--- config.mk ---
export PLATFORM = sky130hd
export DESIGN_NAME = route_candidate_topk_filter
export DESIGN_NICKNAME = d
export VERILOG_FILES = /design/src/rctk_pkg.sv /design/src/rctk_alu.sv /design/src/rctk_store.sv /design/src/route_candidate_topk_filter.sv
export SDC_FILE = /design/constraint.sdc
export NUM_CORES = 1
export LEC_CHECK = 0
export ABC_CLOCK_PERIOD_IN_PS = 13240
export BUFFER_PORTS_ARGS = -buffer_cell sky130_fd_sc_hd__clkbuf_2
export CAP_MARGIN = 15
export CORE_ASPECT_RATIO = 1.75
export CORE_UTILIZATION = 60
export CTS_CLUSTER_SIZE = 14
export DETAILED_ROUTE_END_ITERATION = 12
export HOLD_SLACK_MARGIN = 0.06
export PLACE_DENSITY = 0.78
export SLEW_MARGIN = 15
export SYNTH_ARGS = -nofsm -noshare
export SYNTH_HDL_FRONTEND = slang
export SYNTH_HIERARCHICAL = 1
export SYNTH_SLANG_ARGS = --single-unit
--- constraint.sdc ---
create_clock -name clk_i -period 13.24 [get_ports clk_i]
set_clock_uncertainty 0.1 [all_clocks]
set_input_delay 1.324 -clock clk_i [delete_from_list [all_inputs] [get_ports clk_i]]
set_output_delay 1.324 -clock clk_i [all_outputs]
set_load 0.05 [all_outputs]
--- src/rctk_pkg.sv ---
// Package for the route candidate top-K filter.
// Holds the request, result and buffer entry types, the codes and the buffer sizing.
// Depends on nothing; every other file of the block uses it.
`default_nettype none

package rctk_pkg;

  localparam int unsigned BufDepth = 8;
  localparam int unsigned IdxW = (BufDepth > 1) ? $clog2(BufDepth) : 1;
  localparam int unsigned CntW = $clog2(BufDepth + 1);
  localparam logic [CntW-1:0] DepthCnt = CntW'(BufDepth);

  localparam logic [23:0] MarginReset = 24'd5000;
  localparam logic [23:0] DistMax = 24'hFFFFFF;

  localparam logic [1:0] ReqStart = 2'd0;
  localparam logic [1:0] ReqSegment = 2'd1;
  localparam logic [1:0] ReqFinish = 2'd2;

  localparam logic [1:0] StatOk = 2'd0;
  localparam logic [1:0] StatNoSegment = 2'd1;
  localparam logic [1:0] StatNoLocalMin = 2'd2;
  localparam logic [1:0] StatNoValid = 2'd3;

  localparam logic AluCmp = 1'b0;
  localparam logic AluAdd = 1'b1;

  typedef struct packed {
    logic [1:0]  req_type;
    logic [23:0] xtrack_cm;
    logic        at_start;
    logic        at_end;
    logic        is_loop;
    logic        is_first_segment;
    logic        is_last_segment;
    logic        zero_length;
    logic        candidate_ok;
    logic [15:0] seg_start_index;
    logic [15:0] seg_end_index;
    logic [27:0] route_along_cm;
  } req_t;

  typedef struct packed {
    logic [1:0]  result_status;
    logic [2:0]  rank;
    logic [23:0] entry_xtrack_cm;
    logic [15:0] entry_start_index;
    logic [15:0] entry_end_index;
    logic [27:0] entry_route_along_cm;
    logic        entry_is_loop;
    logic        last_in_run;
  } res_t;

  typedef struct packed {
    logic [23:0] xtrack;
    logic [15:0] start_idx;
    logic [15:0] end_idx;
    logic [27:0] along;
    logic        is_loop;
  } entry_t;

  typedef struct packed {
    logic            we;
    logic [IdxW-1:0] addr;
    entry_t          data;
  } store_wr_t;

endpackage

`default_nettype wire

--- src/rctk_alu.sv ---
// Shared 24-bit adder of the filter: unsigned less-than compare or saturating add.
// Depends on rctk_pkg for the operation codes.
`default_nettype none

module rctk_alu (
  input  wire logic        op_i,
  input  wire logic [23:0] a_i,
  input  wire logic [23:0] b_i,
  output logic             lt_o,
  output logic [23:0]      sum_o
);

  logic [23:0] b_op;
  logic [24:0] raw;

  assign b_op = (op_i == rctk_pkg::AluCmp) ? ~b_i : b_i;
  assign raw = {1'b0, a_i} + {1'b0, b_op} + {24'd0, (op_i == rctk_pkg::AluCmp)};
  assign lt_o = ~raw[24];
  assign sum_o = raw[24] ? rctk_pkg::DistMax : raw[23:0];

endmodule

`default_nettype wire

--- src/rctk_store.sv ---
// Sorted candidate buffer storage: one write port and one read port.
// Depends on rctk_pkg for the entry type and the buffer depth.
`default_nettype none

module rctk_store (
  input  wire logic                       clk_i,
  input  wire rctk_pkg::store_wr_t        wr_i,
  input  wire logic [rctk_pkg::IdxW-1:0]  raddr_i,
  output rctk_pkg::entry_t                rdata_o
);

  rctk_pkg::entry_t mem_q [rctk_pkg::BufDepth];

  always_ff @(posedge clk_i) begin
    if (wr_i.we) begin
      mem_q[wr_i.addr] <= wr_i.data;
    end
  end

  assign rdata_o = mem_q[raddr_i];

endmodule

`default_nettype wire

--- src/route_candidate_topk_filter.sv ---
// Top level of the route candidate top-K filter: sequencer, scan state and result register.
// Depends on rctk_pkg, rctk_alu and rctk_store.
//
// A request is taken when start is high and busy is low. A start request clears the scan
// at its accepting edge and never raises busy. A segment request returns to idle from the
// check state when it is skipped or rejected at the window check. Otherwise it goes on to
// the minimum compare and then, without a new minimum, to the insert walk, or with a new
// minimum to the window update, the prune and then the insert walk. The entries that the
// prune drops and those that the insert walk moves down together never exceed the number
// of buffered entries (at most 8). All steps share one 24-bit adder, which the sequencer
// uses once per cycle, so the buffer moves one entry a cycle. A finish request emits
// max(count, 1) results, one per cycle; each is on result_o for one cycle with
// result_valid_o high, the first registered in the emit state that the accepting edge
// enters, and the last one carries last_in_run. The receiver cannot stall the results.
// The user must write the window margin register through cfg_we_i and cfg_wdata_i only
// while busy is low; the block itself does not enforce it. Reset clears the scan state
// and sets the margin to 5000 cm.
`default_nettype none

module route_candidate_topk_filter (
  input  wire logic            clk_i,
  input  wire logic            rst_ni,
  input  wire logic            start,
  output logic                 busy,
  input  wire rctk_pkg::req_t  req_i,
  output logic                 result_valid_o,
  output rctk_pkg::res_t       result_o,
  input  wire logic            cfg_we_i,
  input  wire logic [23:0]     cfg_wdata_i
);

  localparam logic [2:0] SIdle = 3'd0;
  localparam logic [2:0] SCheck = 3'd1;
  localparam logic [2:0] SMin = 3'd2;
  localparam logic [2:0] SWin = 3'd3;
  localparam logic [2:0] SPrune = 3'd4;
  localparam logic [2:0] SIns = 3'd5;
  localparam logic [2:0] SEmit = 3'd6;

  logic [2:0] state_q, state_d;
  rctk_pkg::req_t req_q, req_d;
  logic [rctk_pkg::CntW-1:0] count_q, count_d;
  logic [rctk_pkg::CntW-1:0] ptr_q, ptr_d;
  logic [23:0] min_q, min_d;
  logic [23:0] limit_q, limit_d;
  logic [23:0] margin_q;
  logic prev_end_q, prev_end_d;
  logic seen_seg_q, seen_seg_d;
  logic seen_lm_q, seen_lm_d;
  logic seen_valid_q, seen_valid_d;
  logic res_valid_q, res_valid_d;
  rctk_pkg::res_t res_q, res_d;

  logic alu_op;
  logic [23:0] alu_a, alu_b, alu_sum;
  logic alu_lt;
  logic [rctk_pkg::CntW-1:0] rd_ptr;
  rctk_pkg::entry_t rd_entry, new_entry;
  rctk_pkg::store_wr_t wr;
  logic skip, corner, local_min, ptr_full, emit_last;

  rctk_alu u_alu (
    .op_i  (alu_op),
    .a_i   (alu_a),
    .b_i   (alu_b),
    .lt_o  (alu_lt),
    .sum_o (alu_sum)
  );

  rctk_store u_store (
    .clk_i   (clk_i),
    .wr_i    (wr),
    .raddr_i (rd_ptr[rctk_pkg::IdxW-1:0]),
    .rdata_o (rd_entry)
  );

  assign busy = (state_q != SIdle);
  assign result_valid_o = res_valid_q;
  assign result_o = res_q;

  assign new_entry = '{xtrack: req_q.xtrack_cm, start_idx: req_q.seg_start_index,
                       end_idx: req_q.seg_end_index, along: req_q.route_along_cm,
                       is_loop: req_q.is_loop};

  assign skip = req_q.zero_length && !req_q.is_last_segment && !req_q.is_first_segment;
  assign corner = req_q.at_start || req_q.at_end;
  assign local_min = req_q.is_loop ? !corner :
                     ((req_q.is_last_segment && req_q.at_end) || !corner ||
                      (req_q.at_start && prev_end_q));
  assign ptr_full = (ptr_q == rctk_pkg::DepthCnt);
  assign emit_last = ((ptr_q + rctk_pkg::CntW'(1)) == count_q);

  always_comb begin
    case (state_q)
      SPrune: rd_ptr = count_q - rctk_pkg::CntW'(1);
      SIns: rd_ptr = ptr_q - rctk_pkg::CntW'(1);
      default: rd_ptr = ptr_q;
    endcase
  end

  always_comb begin
    alu_op = rctk_pkg::AluCmp;
    alu_a = req_q.xtrack_cm;
    alu_b = limit_q;
    case (state_q)
      SMin: alu_b = min_q;
      SWin: begin
        alu_op = rctk_pkg::AluAdd;
        alu_b = margin_q;
      end
      SPrune: begin
        alu_a = limit_q;
        alu_b = rd_entry.xtrack;
      end
      SIns: alu_b = rd_entry.xtrack;
      default: alu_b = limit_q;
    endcase
  end

  always_comb begin
    state_d = state_q;
    req_d = req_q;
    count_d = count_q;
    ptr_d = ptr_q;
    min_d = min_q;
    limit_d = limit_q;
    prev_end_d = prev_end_q;
    seen_seg_d = seen_seg_q;
    seen_lm_d = seen_lm_q;
    seen_valid_d = seen_valid_q;
    res_valid_d = 1'b0;
    res_d = res_q;
    wr.we = 1'b0;
    wr.addr = ptr_q[rctk_pkg::IdxW-1:0];
    wr.data = new_entry;
    case (state_q)
      SIdle: begin
        if (start) begin
          case (req_i.req_type)
            rctk_pkg::ReqStart: begin
              count_d = '0;
              min_d = rctk_pkg::DistMax;
              limit_d = rctk_pkg::DistMax;
              prev_end_d = 1'b0;
              seen_seg_d = 1'b0;
              seen_lm_d = 1'b0;
              seen_valid_d = 1'b0;
            end
            rctk_pkg::ReqSegment: begin
              req_d = req_i;
              state_d = SCheck;
            end
            rctk_pkg::ReqFinish: begin
              ptr_d = '0;
              state_d = SEmit;
            end
            default: state_d = SIdle;
          endcase
        end
      end
      SCheck: begin
        seen_seg_d = 1'b1;
        state_d = SIdle;
        if (!skip) begin
          if (local_min) begin
            seen_lm_d = 1'b1;
          end
          if (!req_q.is_loop) begin
            prev_end_d = req_q.zero_length ? 1'b0 : req_q.at_end;
          end
          if (local_min && req_q.candidate_ok && alu_lt) begin
            seen_valid_d = 1'b1;
            state_d = SMin;
          end
        end
      end
      SMin: begin
        if (alu_lt) begin
          min_d = req_q.xtrack_cm;
          state_d = SWin;
        end else begin
          ptr_d = count_q;
          state_d = SIns;
        end
      end
      SWin: begin
        limit_d = alu_sum;
        state_d = SPrune;
      end
      SPrune: begin
        if ((count_q != '0) && alu_lt) begin
          count_d = count_q - rctk_pkg::CntW'(1);
        end else begin
          ptr_d = count_q;
          state_d = SIns;
        end
      end
      SIns: begin
        if ((ptr_q != '0) && alu_lt) begin
          if (!ptr_full) begin
            wr.we = 1'b1;
            wr.data = rd_entry;
          end
          ptr_d = ptr_q - rctk_pkg::CntW'(1);
        end else begin
          if (!ptr_full) begin
            wr.we = 1'b1;
            count_d = (count_q == rctk_pkg::DepthCnt) ? count_q :
                      count_q + rctk_pkg::CntW'(1);
          end
          state_d = SIdle;
        end
      end
      SEmit: begin
        res_valid_d = 1'b1;
        if (count_q == '0) begin
          res_d = '0;
          res_d.result_status = !seen_seg_q ? rctk_pkg::StatNoSegment :
                                (!seen_lm_q ? rctk_pkg::StatNoLocalMin :
                                 rctk_pkg::StatNoValid);
          res_d.last_in_run = 1'b1;
          state_d = SIdle;
        end else begin
          res_d.result_status = rctk_pkg::StatOk;
          res_d.rank = 3'(ptr_q);
          res_d.entry_xtrack_cm = rd_entry.xtrack;
          res_d.entry_start_index = rd_entry.start_idx;
          res_d.entry_end_index = rd_entry.end_idx;
          res_d.entry_route_along_cm = rd_entry.along;
          res_d.entry_is_loop = rd_entry.is_loop;
          res_d.last_in_run = emit_last;
          ptr_d = ptr_q + rctk_pkg::CntW'(1);
          if (emit_last) begin
            state_d = SIdle;
          end
        end
      end
      default: state_d = SIdle;
    endcase
  end

  always_ff @(posedge clk_i or negedge rst_ni) begin
    if (!rst_ni) begin
      state_q <= SIdle;
      count_q <= '0;
      ptr_q <= '0;
      min_q <= rctk_pkg::DistMax;
      limit_q <= rctk_pkg::DistMax;
      margin_q <= rctk_pkg::MarginReset;
      prev_end_q <= 1'b0;
      seen_seg_q <= 1'b0;
      seen_lm_q <= 1'b0;
      seen_valid_q <= 1'b0;
      res_valid_q <= 1'b0;
    end else begin
      state_q <= state_d;
      count_q <= count_d;
      ptr_q <= ptr_d;
      min_q <= min_d;
      limit_q <= limit_d;
      prev_end_q <= prev_end_d;
      seen_seg_q <= seen_seg_d;
      seen_lm_q <= seen_lm_d;
      seen_valid_q <= seen_valid_d;
      res_valid_q <= res_valid_d;
      if (cfg_we_i) begin
        margin_q <= cfg_wdata_i;
      end
    end
  end

  always_ff @(posedge clk_i) begin
    req_q <= req_d;
    res_q <= res_d;
  end

  // The buffer never holds more entries than its depth.
  assert property (@(posedge clk_i) disable iff (!rst_ni) count_q <= rctk_pkg::DepthCnt)
    else $error("buffer count above depth");

  // The window limit never falls below the best distance seen.
  assert property (@(posedge clk_i) disable iff (!rst_ni) limit_q >= min_q)
    else $error("window limit below minimum distance");

  // Only the final result of a run may appear after the sequencer went idle.
  assert property (@(posedge clk_i) disable iff (!rst_ni)
    result_valid_o && !result_o.last_in_run |-> busy)
    else $error("non-final result outside a finish run");

  // A start request leaves an empty buffer and an idle sequencer.
  assert property (@(posedge clk_i) disable iff (!rst_ni)
    start && !busy && (req_i.req_type == rctk_pkg::ReqStart) |=>
    (count_q == '0) && !busy)
    else $error("start request did not clear the scan");

endmodule

`default_nettype wire
==> out/qor.yml <==
highest_ir_drop_seen_on_vdd_v: 0.000277
startpoint: "state_q[2]"
start_kind: "register"
drv.max_cap_violation_count: 0
ys.warnings.count: 6
timing.critical_path.arrival_ps: 9360
post_synth_inst_count: 2158
ctsResizeCount: 0
coreArea_mm2: 0.0655
synthToLayoutAreaGrowth_pct: 11.3
setup_viol_count_final: 0
p_leak_nw: 14.9
post_cts.repair.setup_buffers: 0
post_drt_via_cell_ratio: 6.29
area_fraction_of_the_dominant_cell_type_after_synthesis: 0.651
first_global_vias: 22084
cts_buffers: 83
finalWirelength_um: 89200
cts_max_path_buffers: 3
power_per_cell_area_mw_per_mm2: 267
critPathRequiredTime_ps: 13510
number_of_flops_mapped_to_enable_cells_by_yosys: 862
hold_viol: 0
grt_antenna_before_repair: 2
endpoint_kind: "register"
clock_tree_from_tritoncts: "done"
detail_route.first_pass.iterations: 5
worstPathMaxFanout: 101
io_pins: 214
cts-root-buf: "clkbuf_16"
antenna_violating_nets_post_route: 0
synth_flop_cell: "edfxtp_1"
slew_headroom: 0.281
worstHoldPathType: "register to register"
dpl-instance-area_mm2: 0.0417
ff2ff_setup_slack_ps: 4150
design.final.nets: 2529
drc_errors: 0
start_util: 0.607
r2r-end: "u_store/mem_q[1][62]"
max_freq_mhz: 110
synth-async-reset-ratio: 0.0917
ys_types: 94
synth.top_cells.by_area: "edfxtp_1 (65%), mux4_2 (9.6%), mux2_2 (6.1%)"
timing_worst_slew_pin_value_ps: 1080
syn-cell-area_mm2: 0.0397
timing.rr.start: "state_q[2]"
clkTransAtPathRegs_ps: 70
cts_hold_buffers: 0
routed-via-count: 20825
slew_violations: 0
fin_crit_ps: 9090
global_route.usage.total: 0.273
grt_setup_unrepaired: "false"
grt-ovfl-total: 0
ys_seq_elements: 949
detailed_place_hpwl_um: 52200
globalplace.congestion: 1.03
drt_iter0_markers: 1625
numPortBuffers: 213
synthDominantAreaCellType: "edfxtp_1"
post_drt_wl_per_cell_um: 27.0
number_of_sinks_driven_by_the_clock_tree: 949
totalPowerFinal_mw: 11.8
reg2regPathDepth: 23
run_status: "finished, final reports clean"
insertion_delay_ps: 650
die_area_mm2: 0.0673
die-width_um: 197
synth_fp_nets: 2309
post_layout_instance_area_mm2: 0.0442
diode_insertion_count_for_antenna_repair: 0
grt_max_degree: 171
period_share: 0.687
synth.avg_cell_area_um2: 18.4
post_route_cells_drive_above_1_share: 0.351
fin_tns_setup_ps: 0
cts_htree_levels: 3
floorplan.rows: 124
grt_pass1_wl_um: 135000
worstHoldPathCells: 2
sequential_area_share_after_synthesis: 0.708
hold_end: "min_q[9]"
setup.worst_path.class: "register to register"
fp.dieH_um: 342
min-delay-start: "min_q[9]"
## cells by family after synthesis
| logic type | Yosys count | synth area share |
|---|---|---|
| and+or+nand+nor | 331 | 0.0434 |
| adders and majority gates | 30 | 0.00964 |
| AOI/OAI and AO/OA | 240 | 0.0424 |
| buffers and inverters | 136 | 0.0186 |
| DFF | 949 | 0.708 |
| muxes | 428 | 0.168 |
| xor gates and xnor gates | 44 | 0.00970 |
## metrics by stage
| stage | instances | hold WS (ps) | utilization | setup WS [ps] |
|---|---|---|---|---|
| finish | 3309 | 380 | 0.675 | 4150 |
| global route | 3309 | 393 | 0.675 | 3720 |
| CTS | 3309 | 383 | 0.675 | 4240 |
| detailed placement | 3175 | 373 | 0.637 | 4270 |
| global placement | 3175 | 366 | 0.637 | 4420 |
| floorplan | 2158 | 347 | - | 5280 |
## worst max-delay path by stage
stage,to,slack [ps],cells past startpoint
final,u_store/mem_q[1][62],4150,23
after detailed placement,u_store/mem_q[5][62],4270,23
after global routing,u_store/mem_q[2][62],3720,23
after global placement,u_store/mem_q[0][74],4420,23
after CTS,u_store/mem_q[6][45],4240,23
after floorplan,u_store/mem_q[0][0],5280,7
## cells in the final DEF, fill, tap and decap left out, drive strengths merged, types with 4 or more instances in the layout
master  netlist  routed
edfxtp      862     862
clkbuf       47     317
mux2        220     220
mux4        170     170
nand2        98      98
and2         94      94
o21ai        86      86
nor2         65      65
dfstp        53      53
buf          72      42
mux2i        38      38
xnor2        35      35
dfrtp        34      34
a21oi        33      33
ha           29      29
o22a         24      24
inv          17      20
clkinv        0      20
a221o        18      18
o211ai       14      14
nand2b       12      12
nand3        11      11
a21o         10      10
a31oi         9       9
xor2          9       9
nor3          8       8
bufinv        0       5
and3          5       5
nor3b         5       5
o21a          4       4
o21bai        4       4
nor4          4       4
or3           4       4
nor2b         4       4
## final cells by class
| cell class | instances | area (um2) |
|---|---|---|
| Clock buffer | 105 | 2180 |
| Timing Repair Buffer | 254 | 1400 |
| Multi-Input combinational cell | 1073 | 11000 |
| Tap cell | 882 | 1100 |
| Sequential cell | 949 | 28100 |
| Inverter | 17 | 63.8 |
| Fill cell | 4318 | 21300 |
| Clock inverter | 29 | 345 |
## critical path, stage by stage, from the launching register on
cell and delay [ps]:
dfrtp_2 340, buf_4 600, and2b_1 540, o21ai_0 250, o21ai_4 200, buf_12 630, mux4_2 590, mux2_2 310
mux2i_1 130, o21ai_0 90, a221o_1 300, xnor2_1 130, ha_1 390, o21ai_2 90, a21oi_1 220, o22ai_2 140
o41ai_2 940, a211o_2 290, a21oi_4 50, buf_4 260, nand3_4 310, buf_4 580, buf_4 630, mux2_2 490
## power by group
group | switching [mW] | total (mW) | internal, mW
Sequential | 0.140 | 3.94 | 3.80
Clock | 1.04 | 2.31 | 1.27
Combinational | 3.19 | 5.57 | 2.38
Total | 4.37 | 11.8 | 7.45
## state kept, by name, indices dropped and copies added (netlist names)
| name | flops |
|---|---|
| limit_q | 24 |
| seen_seg_q | 1 |
| result_o | 91 |
| new_entry | 85 |
| ptr_q | 4 |
| count_q | 4 |
| result_valid_o | 1 |
| prev_end_q | 1 |
| seen_lm_q | 1 |
| margin_q | 24 |
| min_q | 24 |
| state_q | 3 |
| u_store/mem_q | 680 |
| req_q | 6 |
## synth_stat cells (all sizes together), types with 3 or more instances
cell	number
dfrtp	34
nor3b	5
a221oi	3
clkbuf	47
a221o	18
o2111ai	3
nand2b	12
xor2	9
o21bai	4
and2	94
a21oi	33
inv	17
edfxtp	862
mux4	170
buf	72
a21o	10
o41ai	3
o211ai	14
o31ai	3
mux2i	38
or3	4
dfstp	53
nand3	11
o21a	4
o21ai	86
nor4	4
nor3	8
mux2	220
or3b	3
a211o	3
ha	29
nor2b	4
and2b	3
a31oi	9
a211oi	3
a41oi	3
nand2	98
xnor2	35
o22a	24
nor2	65
and3	5
## per-layer routing
| metal | part of all wire | wire length [um] | track usage |
|---|---|---|---|
| met3 | 0.061 | 5440 | 0.0406 |
| met1 | 0.38 | 33900 | 0.341 |
| met2 | 0.51 | 45800 | 0.467 |
| met4 | 0.045 | 4020 | 0.134 |
| met5 | 0.00016 | 14 | 0 |
No activity file was read; power rests on OpenSTA's default activity.
